### src/design/ffsa_pkg.sv
// ----------------------------------------------------------------------------
// ffsa_pkg
// Shared types and constants of the first-fit segment allocator.
// ----------------------------------------------------------------------------
`default_nettype none

package ffsa_pkg;

  localparam int unsigned MaxSegmentsDef = 64;
  localparam logic [15:0] CapacityReset  = 16'd1024;

  typedef enum logic [1:0] {
    OP_ALLOC   = 2'd0,
    OP_FREE    = 2'd1,
    OP_COMPACT = 2'd2,
    OP_NONE    = 2'd3
  } opcode_e;

  typedef enum logic [2:0] {
    ST_OK       = 3'd0,
    ST_NOFIT    = 3'd1,
    ST_NOTFOUND = 3'd2,
    ST_FULL     = 3'd3,
    ST_BADSIZE  = 3'd4
  } status_e;

  typedef struct packed {
    logic [1:0]  opcode;
    logic [15:0] size;
    logic [15:0] address;
  } req_t;

  typedef struct packed {
    logic [15:0] start_res;
    logic [2:0]  status;
  } res_t;

  typedef struct packed {
    logic [15:0] start;
    logic [15:0] length;
    logic        free;
  } seg_t;

endpackage

`default_nettype wire

### src/design/ffsa_ram.sv
// ----------------------------------------------------------------------------
// ffsa_ram
// Generic single-write, single-read RAM with a registered read port.
// ----------------------------------------------------------------------------
`default_nettype none

module ffsa_ram #(
  parameter int unsigned Width = 8,
  parameter int unsigned Depth = 16
) (
  input  wire logic                     clk_i,
  input  wire logic                     we_i,
  input  wire logic [$clog2(Depth)-1:0] waddr_i,
  input  wire logic [Width-1:0]         wdata_i,
  input  wire logic [$clog2(Depth)-1:0] raddr_i,
  output logic      [Width-1:0]         rdata_o
);

  logic [Width-1:0] mem_q [Depth];

  always_ff @(posedge clk_i) begin
    if (we_i) begin
      mem_q[waddr_i] <= wdata_i;
    end
    rdata_o <= mem_q[raddr_i];
  end

endmodule

`default_nettype wire

### src/design/first_fit_segment_allocator_core.sv
// ----------------------------------------------------------------------------
// first_fit_segment_allocator_core
// First-fit allocator over an ordered segment table held in one RAM.
// ----------------------------------------------------------------------------
// A request is taken when start_i is high and busy_o is low; its result is
// shown for one cycle with done_o and cannot be held off. The table is walked
// one entry at a time (RAM read, then check); a split of an entry first shifts
// the later entries up by one place (read, then write each) and then writes the
// two halves, and compact walks every entry. Bad sizes and the unused opcode
// are answered from idle without a table walk. After reset and after each
// capacity write the block is busy while it writes the first entry.
`default_nettype none

module first_fit_segment_allocator_core #(
  parameter int unsigned MaxSegments = ffsa_pkg::MaxSegmentsDef
) (
  input  wire logic          clk_i,
  input  wire logic          rst_ni,
  input  wire logic          start_i,
  input  wire ffsa_pkg::req_t req_i,
  output logic               busy_o,
  output logic               done_o,
  output ffsa_pkg::res_t     res_o,
  input  wire logic          psel,
  input  wire logic          penable,
  input  wire logic          pwrite,
  input  wire logic [2:0]    paddr,
  input  wire logic [31:0]   pwdata,
  output logic      [31:0]   prdata,
  output logic               pready
);

  localparam int unsigned IW = $clog2(MaxSegments);
  localparam int unsigned CW = $clog2(MaxSegments + 1);
  localparam logic [CW-1:0] MaxCount = CW'(MaxSegments);
  localparam logic [CW-1:0] One = CW'(1);

  typedef enum logic [10:0] {
    S_INIT   = 11'b00000000001,
    S_IDLE   = 11'b00000000010,
    S_RD     = 11'b00000000100,
    S_CHK    = 11'b00000001000,
    S_SH_RD  = 11'b00000010000,
    S_SH_WR  = 11'b00000100000,
    S_SP_WR1 = 11'b00001000000,
    S_SP_WR0 = 11'b00010000000,
    S_CP_RD  = 11'b00100000000,
    S_CP_CHK = 11'b01000000000,
    S_CP_END = 11'b10000000000
  } state_e;

  state_e state_q, state_d;
  logic [15:0]    cap_q;
  logic [CW-1:0]  cnt_q, cnt_d, idx_q, idx_d, k_q, k_d, w_q, w_d;
  ffsa_pkg::req_t req_q, req_d;
  ffsa_pkg::seg_t ent_q, ent_d, rdata;
  ffsa_pkg::res_t res_q, res_d;
  logic           valid_q, valid_d;
  logic           we;
  logic [IW-1:0]  waddr, raddr;
  ffsa_pkg::seg_t wdata;
  logic           cfg_wr, cap_wr;

  assign pready = 1'b1;
  assign cfg_wr = psel && penable && pwrite;
  assign cap_wr = cfg_wr && !paddr[2];
  assign prdata = paddr[2] ? 32'd0 : {16'd0, cap_q};
  assign busy_o = (state_q != S_IDLE) || cfg_wr;
  assign done_o = valid_q;
  assign res_o  = res_q;

  ffsa_ram #(
    .Width($bits(ffsa_pkg::seg_t)),
    .Depth(MaxSegments)
  ) u_ram (
    .clk_i  (clk_i),
    .we_i   (we),
    .waddr_i(waddr),
    .wdata_i(wdata),
    .raddr_i(raddr),
    .rdata_o(rdata)
  );

  always_comb begin
    state_d = state_q;
    cnt_d   = cnt_q;
    idx_d   = idx_q;
    k_d     = k_q;
    w_d     = w_q;
    req_d   = req_q;
    ent_d   = ent_q;
    res_d   = res_q;
    valid_d = 1'b0;
    we      = 1'b0;
    waddr   = idx_q[IW-1:0];
    wdata   = rdata;
    raddr   = idx_q[IW-1:0];
    unique case (state_q)
      S_INIT: begin
        we      = 1'b1;
        waddr   = '0;
        wdata   = '{start: 16'd0, length: cap_q, free: 1'b1};
        cnt_d   = One;
        state_d = S_IDLE;
      end
      S_IDLE: begin
        if (start_i && !cfg_wr) begin
          req_d = req_i;
          idx_d = '0;
          w_d   = '0;
          res_d = '{start_res: 16'd0, status: ffsa_pkg::ST_OK};
          unique case (req_i.opcode)
            ffsa_pkg::OP_ALLOC: begin
              if (req_i.size == 16'd0) begin
                res_d.status = ffsa_pkg::ST_BADSIZE;
                valid_d      = 1'b1;
              end else begin
                state_d = S_RD;
              end
            end
            ffsa_pkg::OP_FREE:    state_d = S_RD;
            ffsa_pkg::OP_COMPACT: state_d = S_CP_RD;
            default:              valid_d = 1'b1;
          endcase
        end
      end
      S_RD: begin
        if (idx_q == cnt_q) begin
          res_d.status = (req_q.opcode == ffsa_pkg::OP_ALLOC) ?
                         ffsa_pkg::ST_NOFIT : ffsa_pkg::ST_NOTFOUND;
          valid_d = 1'b1;
          state_d = S_IDLE;
        end else begin
          state_d = S_CHK;
        end
      end
      S_CHK: begin
        idx_d   = idx_q + One;
        state_d = S_RD;
        if (req_q.opcode == ffsa_pkg::OP_ALLOC) begin
          if (rdata.free && (rdata.length >= req_q.size)) begin
            idx_d = idx_q;
            if (rdata.length == req_q.size) begin
              we              = 1'b1;
              wdata.free      = 1'b0;
              res_d.start_res = rdata.start;
              valid_d         = 1'b1;
              state_d         = S_IDLE;
            end else if (cnt_q == MaxCount) begin
              res_d.status = ffsa_pkg::ST_FULL;
              valid_d      = 1'b1;
              state_d      = S_IDLE;
            end else begin
              ent_d   = rdata;
              k_d     = cnt_q;
              state_d = (cnt_q == idx_q + One) ? S_SP_WR1 : S_SH_RD;
            end
          end
        end else if (rdata.start == req_q.address) begin
          we         = 1'b1;
          wdata.free = 1'b1;
          valid_d    = 1'b1;
          state_d    = S_IDLE;
        end
      end
      S_SH_RD: begin
        raddr   = IW'(k_q - One);
        state_d = S_SH_WR;
      end
      S_SH_WR: begin
        we      = 1'b1;
        waddr   = k_q[IW-1:0];
        k_d     = k_q - One;
        state_d = (k_q - One == idx_q + One) ? S_SP_WR1 : S_SH_RD;
      end
      S_SP_WR1: begin
        we      = 1'b1;
        waddr   = IW'(idx_q + One);
        wdata   = '{start: ent_q.start + req_q.size,
                    length: ent_q.length - req_q.size, free: 1'b1};
        state_d = S_SP_WR0;
      end
      S_SP_WR0: begin
        we              = 1'b1;
        wdata           = '{start: ent_q.start, length: req_q.size, free: 1'b0};
        cnt_d           = cnt_q + One;
        res_d.start_res = ent_q.start;
        valid_d         = 1'b1;
        state_d         = S_IDLE;
      end
      S_CP_RD: begin
        state_d = (idx_q == cnt_q) ? S_CP_END : S_CP_CHK;
      end
      S_CP_CHK: begin
        idx_d   = idx_q + One;
        state_d = S_CP_RD;
        if ((w_q != '0) && rdata.free && ent_q.free) begin
          ent_d.length = ent_q.length + rdata.length;
        end else begin
          we    = (w_q != '0);
          waddr = IW'(w_q - One);
          wdata = ent_q;
          ent_d = rdata;
          w_d   = w_q + One;
        end
      end
      S_CP_END: begin
        we      = 1'b1;
        waddr   = IW'(w_q - One);
        wdata   = ent_q;
        cnt_d   = w_q;
        valid_d = 1'b1;
        state_d = S_IDLE;
      end
      default: state_d = S_INIT;
    endcase
    if (cap_wr) begin
      state_d = S_INIT;
    end
  end

  always_ff @(posedge clk_i or negedge rst_ni) begin
    if (!rst_ni) begin
      state_q <= S_INIT;
      cap_q   <= ffsa_pkg::CapacityReset;
      cnt_q   <= One;
      idx_q   <= '0;
      k_q     <= '0;
      w_q     <= '0;
      valid_q <= 1'b0;
    end else begin
      state_q <= state_d;
      cnt_q   <= cnt_d;
      idx_q   <= idx_d;
      k_q     <= k_d;
      w_q     <= w_d;
      valid_q <= valid_d;
      if (cap_wr) begin
        cap_q <= pwdata[15:0];
      end
    end
  end

  always_ff @(posedge clk_i) begin
    req_q <= req_d;
    ent_q <= ent_d;
    res_q <= res_d;
  end

  a_accept_progress : assert property (@(posedge clk_i) disable iff (!rst_ni)
    (start_i && !busy_o) |=> (busy_o || done_o))
    else $error("accepted transfer neither started nor finished");

  a_full_count : assert property (@(posedge clk_i) disable iff (!rst_ni)
    (done_o && (res_o.status == ffsa_pkg::ST_FULL)) |-> (cnt_q == MaxCount))
    else $error("table full reported with free table slots");

  a_compact_order : assert property (@(posedge clk_i) disable iff (!rst_ni)
    (state_q == S_CP_CHK && we) |-> (CW'(waddr) < idx_q))
    else $error("compact write overtook its read pointer");

  a_count_range : assert property (@(posedge clk_i) disable iff (!rst_ni)
    done_o |-> ((cnt_q != '0) && (cnt_q <= MaxCount)))
    else $error("segment count out of range at result transfer");

endmodule

`default_nettype wire

### config.mk
export PLATFORM = sky130hd
export DESIGN_NAME = first_fit_segment_allocator_core
export DESIGN_NICKNAME = d
export VERILOG_FILES = /design/src/design/ffsa_pkg.sv /design/src/design/ffsa_ram.sv /design/src/design/first_fit_segment_allocator_core.sv
export SDC_FILE = /design/constraint.sdc
export NUM_CORES = 2
export LEC_CHECK = 0
export ABC_AREA = 1
export BUFFER_PORTS_ARGS = -buffer_cell sky130_fd_sc_hd__buf_2
export CAP_MARGIN = 20
export CORE_MARGIN = 2
export CORE_UTILIZATION = 55
export DETAILED_ROUTE_END_ITERATION = 8
export GPL_TIMING_DRIVEN = 1
export PLACE_DENSITY = 0.76
export SLEW_MARGIN = 10
export SYNTH_ARGS = -nofsm -noshare
export SYNTH_HDL_FRONTEND = slang
export SYNTH_SLANG_ARGS = --single-unit
### constraint.sdc
create_clock -name clk_i -period 9.4 [get_ports clk_i]
set_input_delay 0.94 -clock clk_i [delete_from_list [all_inputs] [get_ports clk_i]]
set_output_delay 0.94 -clock clk_i [all_outputs]
set_load 0.01 [all_outputs]
==> results by group <==
Worst setup path
  – CP max FO: 120
  – Worst path buffer plus inverter count: 3
  – Critical path class: flop to flop
  – Worst path max stage delay: 0.66 ns
  – R2r worst-path depth: 15
  – FF-to-FF setup slack: 4.26 ns
  – Top delay family on crit path: simple AND/OR/NAND/NOR gates
  – R2r startpoint: state_q[6]$_DFFE_PN0P_
  – Crit-path most repeated cell: nand3_1
  – CP endpoint kind: flop
  – Max stage delay cell, worst path: nand2_8
  – Critical path, cell by cell: nor2_1 -> inv_1 -> nor2_1 -> nand2_2 -> nand2_2 -> buf_4 -> nand2_8 -> buf_4 -> nand2_1 -> nand3_1 -> nand3_1 -> nand3_1 -> nand3_1 -> nand3_1 -> nand2_1
  – Worst Setup Start Kind: flop
  – Crit path DAT: 5.93 ns
  – Critical Path RT: 10.18 ns
  – Worst reg2reg endpoint: u_ram.rdata_o[2]$_DFF_P_

Clock network
  – Setup Buffers After CTS: 0
  – CTS clk-pin slew, worst paths: 0.06 ns
  – CTS sink count: 2287
  – Root buffer cell: clkbuf_16
  – TritonCTS clock tree: built
  – Num CTS Buffers: 219
  – # hold bufs at CTS: 0
  – Worst-Skew Late Latency: 0.89 ns
  – Post-CTS resize count: 0
  – H-tree depth: 4
  – Clk buf depth: 3

Floorplan
  – # IOs: 129
  – Die height: 438 µm
  – Die Area: 192000 µm²
  – Num rows: 159
  – Starting density of the core: 0.553
  – Core Region: 187000 µm²
  – Chip width: 438 µm

Detailed routing
  – Antenna viol nets, final: 0
  – Top routing layer in use: met4
  – Met3 WL: 33600 µm
  – Routed len/inst: 22.3 µm
  – Drt via density: 5.74
  – DR vias: 74503
  – DRT Pass-1 Iters: 8
  – Met1 wire length: 107000 µm
  – DRT iter0 DRCs: 9439
  – DRT Wirelength: 289000 µm
  – DR DRC count: 0
  – Met2 WL post-DR: 134000 µm

Placement
  – RD Place Congestion: 0.920
  – IO buf count: 93
  – Area post-placement: 107000 µm²
  – Hpwl dp: 153000 µm

STA
  – Max Fclk: 0.194 GHz
  – Fin. Hold Viols: 0
  – Final Setup Violations: 0
  – Pins Over Slew Limit: 0
  – Minimum clock period: 5.14 ns
  – TNS Setup: 0 ns
  – Final Cycle Share: 0.547
  – Worst Max-Slew Pin Slew: 1.08 ns
  – RSZ-0062 raised after global routing: false
  – Clk_skew: 0.0500 ns
  – Relative slew slack: 0.282

Logic synthesis
  – Register bit total from synthesis: 2287
  – Avg Cell Area, Syn: 10.0 µm²
  – Synth Flop Type: edfxtp_1
  – Number of flops mapped to enable cells by yosys: 2198
  – Ys async rst share: 0.0245
  – Ys Warns: 0
  – Synth Instances: 10333
  – Synth cell types: 60
  – Post-synthesis cell area: 104000 µm²
  – Post-synthesis sequential area ratio: 0.657

Finish
  – Layout area overhead: 9.96%
  – Final instance area: 114000 µm²
  – Layout cells sized above 1: 0.0672
  – Nets: 10442

Worst hold path
  – Beginning of the worst hold path: req_i[4]
  – HP Class: input pin to flop
  – Worst hold path depth: 1
  – WHS Endpoint: req_q[4]$_DFFE_PP_

Global routing
  – Largest net degree at the start of global routing: 214
  – First-pass GRT wire length: 429000 µm
  – Vias in the first global route: 71938
  – Total grt overflow: 0
  – Total GRT Usage: 0.297
  – Initial antenna violation count: 2

Outcome
  – Outcome: finished, final reports clean

Pwr
  – Leakage power: 48.4 nW
  – Power per cell area: 240 nW/µm²
  – Worst VDD drop: 0.239 mV

Run
  – Max-cap violations: 0
[through the flow]
stage / power [mW] / hold slack (ns) / util / worst slack [ns] / std cells
after global routing: 28.1 / 0.224 / 0.608 / 4.12 / 12977
after global placement: 18.6 / 0.473 / 0.570 / 4.63 / 12563
after detailed placement: 18.8 / 0.479 / 0.570 / 4.54 / 12565
after floorplan: 16.8 / 0.408 / - / 2.91 / 10348
after CTS: 27.2 / 0.192 / 0.607 / 4.46 / 12973
final: 27.3 / 0.240 / 0.608 / 4.26 / 12981
[area by class of cell]
type	instances	area (µm²)
clock buffers	286	5850
clock inverters	122	1040
multi-input cells	5359	25700
flip-flops and latches	2287	68100
inverters	2174	8170
well taps	2495	3120
diodes	4	10.0
repair buffers	254	1920
fillers	14341	73500
[cell families after synthesis]
logic type	Yosys count	synth area share
buf+inv	2702	0.103
flops	2287	0.657
other cells	2	0.0000725
compound gates	287	0.0162
mux	3	0.000290
xor+xnor	55	0.00465
fa+ha+maj	72	0.00892
simple gates	4925	0.209
[layout by cell type (no fill, tap or decap), drive strengths merged, types with 5 or more instances in the layout]
| master | n |
|---|---|
| a211oi | 6 |
| a21oi | 114 |
| buf | 254 |
| bufinv | 10 |
| clkbuf | 286 |
| clkinv | 101 |
| clkinvlp | 5 |
| conb | 17 |
| dfrtp | 53 |
| dfxtp | 33 |
| edfxtp | 2198 |
| ha | 69 |
| inv | 2180 |
| nand2 | 2326 |
| nand3 | 2306 |
| nand3b | 8 |
| nand4 | 26 |
| nor2 | 209 |
| nor3 | 29 |
| nor3b | 7 |
| o211ai | 13 |
| o21ai | 90 |
| o221ai | 8 |
| o22ai | 25 |
| or2 | 9 |
| xnor2 | 27 |
| xor2 | 28 |
[registers in the layout (all words and copies together) (netlist names), 11 cells and up]
register       cells
ent_q             33
res_o             19
cap_q             16
u_ram.rdata_o     33
req_q             34
u_ram.mem_q     2112
state_q           11
[report_power, final]
part | leakage [nW] | total [mW] | switching, mW | internal (mW)
Sequential | 20.9 | 14.1 | 0.261 | 13.8
Clock | 3.36 | 8.50 | 3.82 | 4.67
Combinational | 24.2 | 4.75 | 3.86 | 0.885
[Yosys cell counts (27+ instances only)]
cell type  count  area share
a21oi_1      112      0.0054
buf_2        371       0.018
clkbuf_1     124      0.0045
dfrtp_1       53       0.013
dfxtp_1       33      0.0064
edfxtp_1    2198        0.64
ha_1          69      0.0083
inv_1       2165       0.078
nand2_1     2316       0.084
nand3_1     2305        0.11
nor2_1       200      0.0072
nor3_1        28      0.0014
o21ai_0       81      0.0039
xnor2_1       27      0.0023
xor2_1        28      0.0024
[metal layers]
metal,up-vias,global-route usage
met5,-,0
met4,0,0.141
met3,849,0.0595
met2,4620,0.480
met1,35419,0.388
li1,33615,-
[worst max path at each step]
stage	to	start	slack, ns	cells past startpoint
2_1_floorplan	u_ram.mem_q[0][5]$_DFFE_PP_	state_q[2]$_DFFE_PN0P_	2.91	8
3_3_place_gp	u_ram.mem_q[6][12]$_DFFE_PP_	state_q[2]$_DFFE_PN0P_	4.63	12
3_5_place_dp	u_ram.mem_q[6][9]$_DFFE_PP_	state_q[2]$_DFFE_PN0P_	4.54	12
4_1_cts	u_ram.mem_q[6][12]$_DFFE_PP_	state_q[2]$_DFFE_PN0P_	4.46	12
5_1_grt	u_ram.mem_q[6][4]$_DFFE_PP_	state_q[4]$_DFFE_PN0P_	4.12	12
6_report	u_ram.rdata_o[2]$_DFF_P_	state_q[6]$_DFFE_PN0P_	4.26	15
No activity file was read; power rests on OpenSTA's default activity.
